$ cat config.mk
export PLATFORM = sky130hd
export DESIGN_NAME = ttc_front
export DESIGN_NICKNAME = d
export VERILOG_FILES = /design/src/hdl/ttc_pkg.sv /design/src/hdl/ttc_front.sv
export SDC_FILE = /design/constraint.sdc
export NUM_CORES = 2
export LEC_CHECK = 0
export BUFFER_PORTS_ARGS = -buffer_cell sky130_fd_sc_hd__buf_2
export CORE_MARGIN = 1.5
export CORE_UTILIZATION = 27
export DETAILED_ROUTE_END_ITERATION = 12
export GPL_ROUTABILITY_DRIVEN = 0
export PLACE_DENSITY_LB_ADDON = 0.2
export SYNTH_ARGS = -nofsm -noshare
export SYNTH_HDL_FRONTEND = slang
export SYNTH_SLANG_ARGS = --single-unit
$ cat constraint.sdc
create_clock -name clk -period 7.8 [get_ports clk]
set_input_delay 1.56 -clock clk [delete_from_list [all_inputs] [get_ports clk]]
set_output_delay 1.56 -clock clk [all_outputs]
set_load 0.01 [all_outputs]
$ cat src/hdl/ttc_pkg.sv
// Package: widths, types and helpers of the triangle tile coverage block.
`default_nettype none

package ttc_pkg;

    localparam int TILE_SIZE  = 32;
    localparam int COORD_BITS = 12;

    // fixed field widths
    localparam int IN_W    = 12;
    localparam int IDX_W   = 7;
    localparam int ROWY_W  = 12;
    localparam int MASK_W  = 32;
    localparam int EDGE_W  = 26;

    localparam int MASK_COLS = (TILE_SIZE < MASK_W) ? TILE_SIZE : MASK_W;
    localparam int ROW_LIMIT = (TILE_SIZE < MASK_W) ? TILE_SIZE : MASK_W;

    // internal widths
    localparam int CW = COORD_BITS;
    localparam int TW = IDX_W + $clog2(TILE_SIZE);   // tile left/top/bottom
    localparam int RW = (TW > CW) ? TW : CW;         // unsigned row/column range
    localparam int DW = RW + 1;                      // signed differences
    localparam int PW = 2 * DW;                      // products
    localparam int EW = 2 * DW + 1;                  // edge values

    localparam int QDEPTH = 2;
    localparam int QPW    = (QDEPTH > 1) ? $clog2(QDEPTH) : 1;

    typedef logic [IN_W-1:0]          in_coord_t;
    typedef logic [IDX_W-1:0]         tile_idx_t;
    typedef logic [CW-1:0]            coord_t;
    typedef logic [RW-1:0]            yrange_t;
    typedef logic signed [DW-1:0]     diff_t;
    typedef logic signed [PW-1:0]     prod_t;
    typedef logic signed [EW-1:0]     edge_t;
    typedef logic [ROWY_W-1:0]        rowy_t;
    typedef logic [MASK_W-1:0]        mask_t;
    typedef logic signed [EDGE_W-1:0] edge_out_t;
    typedef logic [QPW-1:0]           qptr_t;
    typedef logic [QPW:0]             qcnt_t;

    // one triangle ready for the row walk
    typedef struct packed {
        edge_t  e_a;
        edge_t  e_b;
        edge_t  e_c;
        diff_t  sx_a;
        diff_t  sx_b;
        diff_t  sx_c;
        diff_t  sy_a;
        diff_t  sy_b;
        diff_t  sy_c;
        coord_t cur_row;
        coord_t end_row;
        edge_t  area;
    } tri_rec_t;

    typedef struct packed {
        logic full;
        logic empty;
    } q_stat_t;

    function automatic diff_t sub_d(yrange_t a, yrange_t b);
        return diff_t'(a) - diff_t'(b);
    endfunction

endpackage

`default_nettype wire

$ cat src/hdl/ttc_front.sv
// Front end: takes a triangle, forms edge setup, culls, and queues the walk record.
`default_nettype none

module ttc_front (
    input  wire logic                clk,
    input  wire logic                rst_n,
    input  wire logic                in_valid,
    output logic                     in_stall,
    input  wire ttc_pkg::in_coord_t  vertex0_x,
    input  wire ttc_pkg::in_coord_t  vertex0_y,
    input  wire ttc_pkg::in_coord_t  vertex1_x,
    input  wire ttc_pkg::in_coord_t  vertex1_y,
    input  wire ttc_pkg::in_coord_t  vertex2_x,
    input  wire ttc_pkg::in_coord_t  vertex2_y,
    input  wire ttc_pkg::tile_idx_t  tile_col,
    input  wire ttc_pkg::tile_idx_t  tile_row,
    input  wire ttc_pkg::q_stat_t    q_stat,
    output logic                     q_push,
    output ttc_pkg::tri_rec_t        q_rec
);

    typedef enum logic [2:0] {
        F_IDLE = 3'b001,
        F_MUL  = 3'b010,
        F_PUSH = 3'b100
    } front_state_t;

    front_state_t state_reg, state_next;

    ttc_pkg::yrange_t x0, y0, x1, y1, x2, y2;
    ttc_pkg::yrange_t left, top, bottom, ymax, ymin, cur, fin, span, fin_c;
    logic             accept, cull;

    // setup registers (held until the next accepted item)
    ttc_pkg::diff_t  ax_reg, ay_reg, bx_reg, by_reg, cx_reg, cy_reg;
    ttc_pkg::diff_t  dxl0_reg, dxl1_reg, dxl2_reg, dyr0_reg, dyr1_reg, dyr2_reg;
    ttc_pkg::coord_t cur_reg, fin_reg;
    logic            empty_reg;

    // products
    ttc_pkg::prod_t pa0_reg, pa1_reg;
    ttc_pkg::prod_t pe0a_reg, pe0b_reg, pe1a_reg, pe1b_reg, pe2a_reg, pe2b_reg;

    ttc_pkg::edge_t area;

    assign in_stall = (state_reg != F_IDLE);
    assign accept   = in_valid && (state_reg == F_IDLE);

    always_comb
    begin
        x0     = ttc_pkg::yrange_t'(ttc_pkg::coord_t'(vertex0_x));
        y0     = ttc_pkg::yrange_t'(ttc_pkg::coord_t'(vertex0_y));
        x1     = ttc_pkg::yrange_t'(ttc_pkg::coord_t'(vertex1_x));
        y1     = ttc_pkg::yrange_t'(ttc_pkg::coord_t'(vertex1_y));
        x2     = ttc_pkg::yrange_t'(ttc_pkg::coord_t'(vertex2_x));
        y2     = ttc_pkg::yrange_t'(ttc_pkg::coord_t'(vertex2_y));
        left   = ttc_pkg::yrange_t'(tile_col) * ttc_pkg::yrange_t'(ttc_pkg::TILE_SIZE);
        top    = ttc_pkg::yrange_t'(tile_row) * ttc_pkg::yrange_t'(ttc_pkg::TILE_SIZE);
        bottom = top + ttc_pkg::yrange_t'(ttc_pkg::TILE_SIZE - 1);
        ymax   = (y0 > y1) ? y0 : y1;
        ymax   = (y2 > ymax) ? y2 : ymax;
        ymin   = (y0 < y1) ? y0 : y1;
        ymin   = (y2 < ymin) ? y2 : ymin;
        cur    = (ymax < bottom) ? ymax : bottom;
        fin    = (ymin > top) ? ymin : top;
        span   = cur - fin;
        // more rows than the walk allows: keep the bottom ROW_LIMIT rows
        fin_c  = (span >= ttc_pkg::yrange_t'(ttc_pkg::ROW_LIMIT))
                 ? cur - ttc_pkg::yrange_t'(ttc_pkg::ROW_LIMIT - 1) : fin;
    end

    always_ff @(posedge clk)
    begin
        if (accept)
        begin
            ax_reg    <= ttc_pkg::sub_d(x0, x2);
            ay_reg    <= ttc_pkg::sub_d(y0, y2);
            bx_reg    <= ttc_pkg::sub_d(x1, x0);
            by_reg    <= ttc_pkg::sub_d(y1, y0);
            cx_reg    <= ttc_pkg::sub_d(x2, x1);
            cy_reg    <= ttc_pkg::sub_d(y2, y1);
            dxl0_reg  <= ttc_pkg::sub_d(left, x0);
            dxl1_reg  <= ttc_pkg::sub_d(left, x1);
            dxl2_reg  <= ttc_pkg::sub_d(left, x2);
            dyr0_reg  <= ttc_pkg::sub_d(cur, y0);
            dyr1_reg  <= ttc_pkg::sub_d(cur, y1);
            dyr2_reg  <= ttc_pkg::sub_d(cur, y2);
            cur_reg   <= ttc_pkg::coord_t'(cur);
            fin_reg   <= ttc_pkg::coord_t'(fin_c);
            empty_reg <= (cur < fin);
        end
        if (state_reg == F_MUL)
        begin
            pa0_reg  <= ttc_pkg::prod_t'(bx_reg) * ttc_pkg::prod_t'(ay_reg);
            pa1_reg  <= ttc_pkg::prod_t'(by_reg) * ttc_pkg::prod_t'(ax_reg);
            pe0a_reg <= ttc_pkg::prod_t'(dxl0_reg) * ttc_pkg::prod_t'(ay_reg);
            pe0b_reg <= ttc_pkg::prod_t'(dyr0_reg) * ttc_pkg::prod_t'(ax_reg);
            pe1a_reg <= ttc_pkg::prod_t'(dxl1_reg) * ttc_pkg::prod_t'(by_reg);
            pe1b_reg <= ttc_pkg::prod_t'(dyr1_reg) * ttc_pkg::prod_t'(bx_reg);
            pe2a_reg <= ttc_pkg::prod_t'(dxl2_reg) * ttc_pkg::prod_t'(cy_reg);
            pe2b_reg <= ttc_pkg::prod_t'(dyr2_reg) * ttc_pkg::prod_t'(cx_reg);
        end
    end

    always_comb
    begin
        area          = ttc_pkg::edge_t'(pa0_reg) - ttc_pkg::edge_t'(pa1_reg);
        cull          = !area[ttc_pkg::EW-1] || empty_reg;
        q_rec.e_a     = ttc_pkg::edge_t'(pe0a_reg) - ttc_pkg::edge_t'(pe0b_reg);
        q_rec.e_b     = ttc_pkg::edge_t'(pe1a_reg) - ttc_pkg::edge_t'(pe1b_reg);
        q_rec.e_c     = ttc_pkg::edge_t'(pe2a_reg) - ttc_pkg::edge_t'(pe2b_reg);
        q_rec.sx_a    = ay_reg;
        q_rec.sx_b    = by_reg;
        q_rec.sx_c    = cy_reg;
        q_rec.sy_a    = ax_reg;
        q_rec.sy_b    = bx_reg;
        q_rec.sy_c    = cx_reg;
        q_rec.cur_row = cur_reg;
        q_rec.end_row = fin_reg;
        q_rec.area    = area;
        q_push        = (state_reg == F_PUSH) && !cull && !q_stat.full;
    end

    always_comb
    begin
        state_next = state_reg;
        case (state_reg)
            F_IDLE:
            begin
                if (in_valid)
                begin
                    state_next = F_MUL;
                end
            end
            F_MUL:
            begin
                state_next = F_PUSH;
            end
            F_PUSH:
            begin
                if (cull || !q_stat.full)
                begin
                    state_next = F_IDLE;
                end
            end
            default:
            begin
                state_next = F_IDLE;
            end
        endcase
    end

    always_ff @(posedge clk or negedge rst_n)
    begin
        if (!rst_n)
        begin
            state_reg <= F_IDLE;
        end
        else
        begin
            state_reg <= state_next;
        end
    end

endmodule

`default_nettype wire

======== Yosys cells after proc, flatten, opt, wreduce, memory -nomap -nowiden ========
Index checks and enable logic that the tools add are counted.
operators by class
  $lt $le $gt $ge ......................... 8
  reductions and logical operators ........ 9
  multiply operators ...................... 8
  shift-type cells ........................ 0
  divide/modulo/power cells ............... 0
  multiplexer cells ....................... 10
  bitwise logic cells ..................... 0
  $add $sub $neg .......................... 19
  equality and inequality tests ........... 6
operator list
  kind                   number
  $mul 13x13->26         8
  $sub 12x12->13         12
  $sub 26x26->27         4
  $mux 12                7
  $lt 12x12->1           4
  $gt 12x12->1           3
  $add 12x5->12 const B  1
  $ge 12x6->1 const B    1
  $sub 12x12->12         1
  $sub 12x5->12 const B  1
  $pmux 3 s3             1
  $mux 3                 2
  $eq 3x1->1 const B     1
  $eq 3x2->1 const B     1
  $eq 3x3->1 const B     1
  $logic_and 1x1->1      3
  $logic_not 1->1        3
  $ne 3x1->1 const B     1
  $logic_or 1x1->1       2
  $ne 2x1->1 const B     1
  $ne 2x2->1 const B     1
  $reduce_and 2->1       1
word-level totals
  register bits after elaboration ......... 392
  bits in latches ......................... 0
  memory bits (writable) .................. 0
  memories ................................ 0
  output and inout bits ................... 212
  word-level logic and storage cells ...... 84
  ROM bits ................................ 0

======== Longest topological paths before layout ========
  word-level depth ........................ 9
  depth in mapped cells ................... 48
  mapped depth without buffers ............ 42

======== Least setup slack after synthesis ========
No wires, ideal clock.
  kind .................................... input to register
  start point ............................. in vertex0_y[4]
  end point ............................... reg fin_reg[5], data pin
  path buffers ............................ 7
  stages on the path ...................... 47
  data arrival time ....................... 10.803 ns
  slack ................................... -3.263 ns
  required time ........................... 7.540 ns
  library setup time ...................... 0.260 ns
  cell sequence ........................... clkbuf_1 -> inv_1 -> ha_1 -> nand3_1 -> o21bai_1 -> nand3_1 -> a21oi_2 -> nor2_1 -> clkbuf_1 -> clkbuf_1 -> a21oi_1 -> ha_1 -> nand4_1 -> inv_1 -> nand3_1 -> or3b_2 -> or3_4 -> o21a_4 -> (+11 left out) -> a311o_1 -> buf_6 -> nor2_1 -> o211ai_1 -> ha_1 -> nor2b_1 -> o21ai_0 -> nand2_1 -> o21ai_0 -> o211ai_1 -> a221o_1 -> a22oi_4 -> mux2_1 -> o2111ai_1 -> nor4_2 -> o2111a_2 -> buf_12 -> mux2_4
between the ends
  longest elaborated chain between the ends .. 9
ends and longest elaborated chain
  element                                              RTL line                          RTL
  start: declaration                                   ttc_front.sv:10                   input wire ttc_pkg::in_coord_t vertex0_y,
  $gt 12x12->1 / $lt 12x12->1 (equally long branches)  ttc_front.sv:60, ttc_front.sv:62
  $mux 12, on equally long branches                    ttc_front.sv:60, ttc_front.sv:62
  $gt 12x12->1 / $lt 12x12->1 (equally long branches)  ttc_front.sv:61, ttc_front.sv:63
  $mux 12, on equally long branches                    ttc_front.sv:61, ttc_front.sv:63
  $lt 12x12->1 / $gt 12x12->1 (equally long branches)  ttc_front.sv:64, ttc_front.sv:65
  $mux 12, on equally long branches                    ttc_front.sv:64, ttc_front.sv:65
  $sub 12x12->12                                       ttc_front.sv:66                   span = cur - fin;
  $ge 12x6->1                                          ttc_front.sv:68                   fin_c = (span >= ttc_pkg::yrange_t'(ttc_pkg::ROW_LIMIT))
  $mux 12 *                                            ttc_front.sv:69                   ? cur - ttc_pkg::yrange_t'(ttc_pkg::ROW_LIMIT - 1) : fin;
  net fin_c[5]                                         ttc_front.sv:31                   ttc_pkg::yrange_t left, top, bottom, ymax, ymin, cur, fin, span, fin_c;
  end signal: assignment                               ttc_front.sv:89                   fin_reg <= ttc_pkg::coord_t'(fin_c);
  end: declaration                                     ttc_front.sv:37                   ttc_pkg::coord_t cur_reg, fin_reg;
The timed path passes the listed nets; every way through them passes the cells marked *.
A chain may end at the register's enable or synchronous reset.

======== Worst setup path in the final report ========
  start point ............................. in vertex0_y[1]
  end point ............................... reg fin_reg[0], data pin
Same word-level chain as after synthesis.

==> flow_metrics.tcl <==
set metrics [dict create \
    tightest_slew_ns 1.26 \
    endpoint "fin_reg[0]$_DFFE_PP_" \
    fin_tns_setup_ns -22.09 \
    die_h_um 527 \
    fill_cells 28300 \
    cts_buffers 57 \
    syn_area_um2 74000 \
    syn-num-nets 9801 \
    multiInputGateArea_um2 56200 \
    htree_levels 2 \
    cts_tree "yes" \
    grt_pass1_vias 57400 \
    fin_ws_ns -1.31 \
    top_level_ports 303 \
    cts_buffer_depth 3 \
    yosysWarnings 0 \
    drv_cap 0 \
    slew_headroom_pct 16.0 \
    violations "setup timing" \
    final_cell_mix "1603 x inv_1, 1307 x fa_1, 834 x nand2_1" \
    synth_edf_count 389 \
    yosysUniqueCellTypes 87 \
    cp_common_cell "nor2_4" \
    grt_max_degree 104 \
    hold_path.class "flip-flop to flip-flop" \
    fmax_mhz 110 \
    drcViolationCount 0 \
    vias_per_cell 4.50 \
    antenna_found_initial 38 \
    ys_ff_latch 392 \
    rsz0062_at_grt "true" \
    critical_path_class "input port to flip-flop" \
    drt-pass1-iter-count 5 \
    post_synth.cell_area_avg_um2 9.76 \
    skew_ns 0.0291 \
    stdcell_area_um2 86800 \
    ys_seq_area_share_pct 15.9 \
    clk_latency_ns 0.70 \
    status "finished, violations left" \
    ff_latch_area_um2 11800 \
    cp-startpoint "vertex0_y[1]" \
    worstSetupEndpointType "flip-flop" \
    dpl_cell_area_um2 83200 \
    setup_viol 28 \
    coreArea_um2 273000 \
    start_kind "input port" \
    ctsHoldBuffers 0 \
    layout-area-overhead-vs-synth_pct 17.3 \
    r2r_start "ax_reg[2]$_DFFE_PP_" \
    slowest_stage "or3b_4" \
    grt_use_total_pct 17.2 \
    io_buffers 301 \
    critPathArrivalTime_ns 9.54 \
    std_cell_rows 192 \
    wl_um 237000 \
    drtIter0Drc 2795 \
    die-area_um2 277000 \
    drive_gt1_share_pct 13.8 \
    initial_core_util_pct 27.1 \
    syn_inst 7587 \
    r2r_cells 30 \
    mostFrequentLayoutCell "inv_1" \
    wl_per_cell_um 19.8 \
    finalHoldViolCount 0 \
    hpwl_um 201000 \
    gr-total-overflow 0 \
    final_max_slew_viol_count 0 \
    cts_root_buffer "clkbuf_16" \
    drtAntennaViolNets 0 \
    clkSinkCount 392 \
    path_clk_slew_ns 0.06 \
    r2r_setup_slack_ns 0.45 \
    period_share_pct 117 \
    r2r_end "pe0b_reg[25]$_DFFE_PP_" \
    async_reset_ff_share_pct 0.765 \
    synth-main-ff-cell "edfxtp_1" \
    critPathMaxStageDelay_ns 0.39 \
    finalNetCount 10500 \
    worstPathMaxFanout 6 \
    vias 53700 \
    grt_first_pass_wirelength_um 360000 \
    required_ns 8.23 \
    fin_crit_ns 9.11 \
    die_w_um 527 \
]
==> repair_timing <==
action / CTS / global route
gates cloned: 2 / 1
resized for setup: 115 / 55
pin swaps: 45 / 23
setup buffers: 45 / 42
setup endpoints to repair: 29 / 45
==> routing by layer <==
metal	vias to the layer above	track usage (%)	wire [um]
met4	8	4.63	6890
met5	-	0	53
met1	27300	23.3	107000
li1	25000	-	-
met2	1120	28.4	111000
met3	239	2.71	12100
==> how the worst min path moves through the flow <==
stage,startpoint,endpoint,slack (ns),cells after the start
2_1_floorplan,state_reg[0]$_DFFE_PN1P_,state_reg[2]$_DFFE_PN0P_,0.49,1
3_3_place_gp,state_reg[0]$_DFFE_PN1P_,state_reg[2]$_DFFE_PN0P_,0.51,1
3_5_place_dp,state_reg[0]$_DFFE_PN1P_,state_reg[2]$_DFFE_PN0P_,0.54,1
4_1_cts,state_reg[0]$_DFFE_PN1P_,state_reg[2]$_DFFE_PN0P_,0.53,1
5_1_grt,state_reg[0]$_DFFE_PN1P_,state_reg[2]$_DFFE_PN0P_,0.57,1
6_report,state_reg[0]$_DFFE_PN1P_,state_reg[2]$_DFFE_PN0P_,0.53,1
==> stage by stage <==
stage	cells	hold WS, ns	setup WS [ns]	utilization, %
final	11900	0.531	-1.31	31.8
after global routing	11900	0.573	-1.55	31.8
after CTS	11900	0.532	-1.05	31.5
after detailed placement	11700	0.537	-2.72	30.5
after global placement	11700	0.505	-2.43	30.5
after floorplan	7587	0.489	-1.93	-
==> synth_stat cells (8+ instances only) <==
cell      count  area [um^2]
inv_1      1613         6050
fa_1       1310        26200
nand2_1     835         3130
ha_1        813        10200
and2_1      528         3300
edfxtp_1    389        11700
xnor2_1     300         2630
a21oi_1     237         1190
clkbuf_1    224          841
nor2_1      215          807
a21o_1      134         1010
nand2b_1    130          813
o21ai_0     117          586
xor2_1      111          972
o21bai_1     86          646
nor3_1       80          400
nor2b_1      54          338
o21a_1       54          405
nand3_1      49          245
mux2i_1      28          280
a21boi_0     22          165
or3_1        22          138
a211oi_1     18          135
and3_1       17          106
o211ai_1     16          120
o31a_1       13          114
o21ai_1      10         50.1
a31o_2        9         78.8
o21ba_2       9         90.1
nand4_1       8         50.1
nor4_1        8         50.1
o31ai_1       8         60.1
or4_1         8         60.1
==> cells by family (layout without fill, tap and decap cells) <==
group,after synthesis,in the layout,share of synthesized area [%]
AOI/OAI and AO/OA,798,798,7.11
xor gates and xnor gates,411,411,4.86
adders and majority gates,2125,2125,49.2
buffers and inverters,1847,2596,9.41
DFF,392,392,15.9
muxes,37,37,0.520
other,0,16,0
and+or+nand+nor,1977,1979,13.0
==> critical path: cells and delay by family <==
family                     cells  cell delay, ns
AOI/OAI and AO/OA             17            2.93
adders and majority gates      4            0.81
buffers and inverters          7            0.86
muxes                          2            0.49
and+or+nand+nor               16            2.82
==> cell type report <==
| cell class | count | share of cell area [%] |
|---|---|---|
| clock inverter | 35 | 0.468 |
| timing repair buffer | 881 | 7.29 |
| inverter | 1614 | 6.99 |
| antenna | 16 | 0.0461 |
| sequential | 392 | 13.5 |
| clock buffer | 66 | 1.71 |
| multi-input combinational | 5350 | 64.8 |
| tap | 3589 | 5.17 |
Power is left out: the tool's default activity adds up to more than one toggle a clock period on the data nets, which glitch-free logic cannot reach.
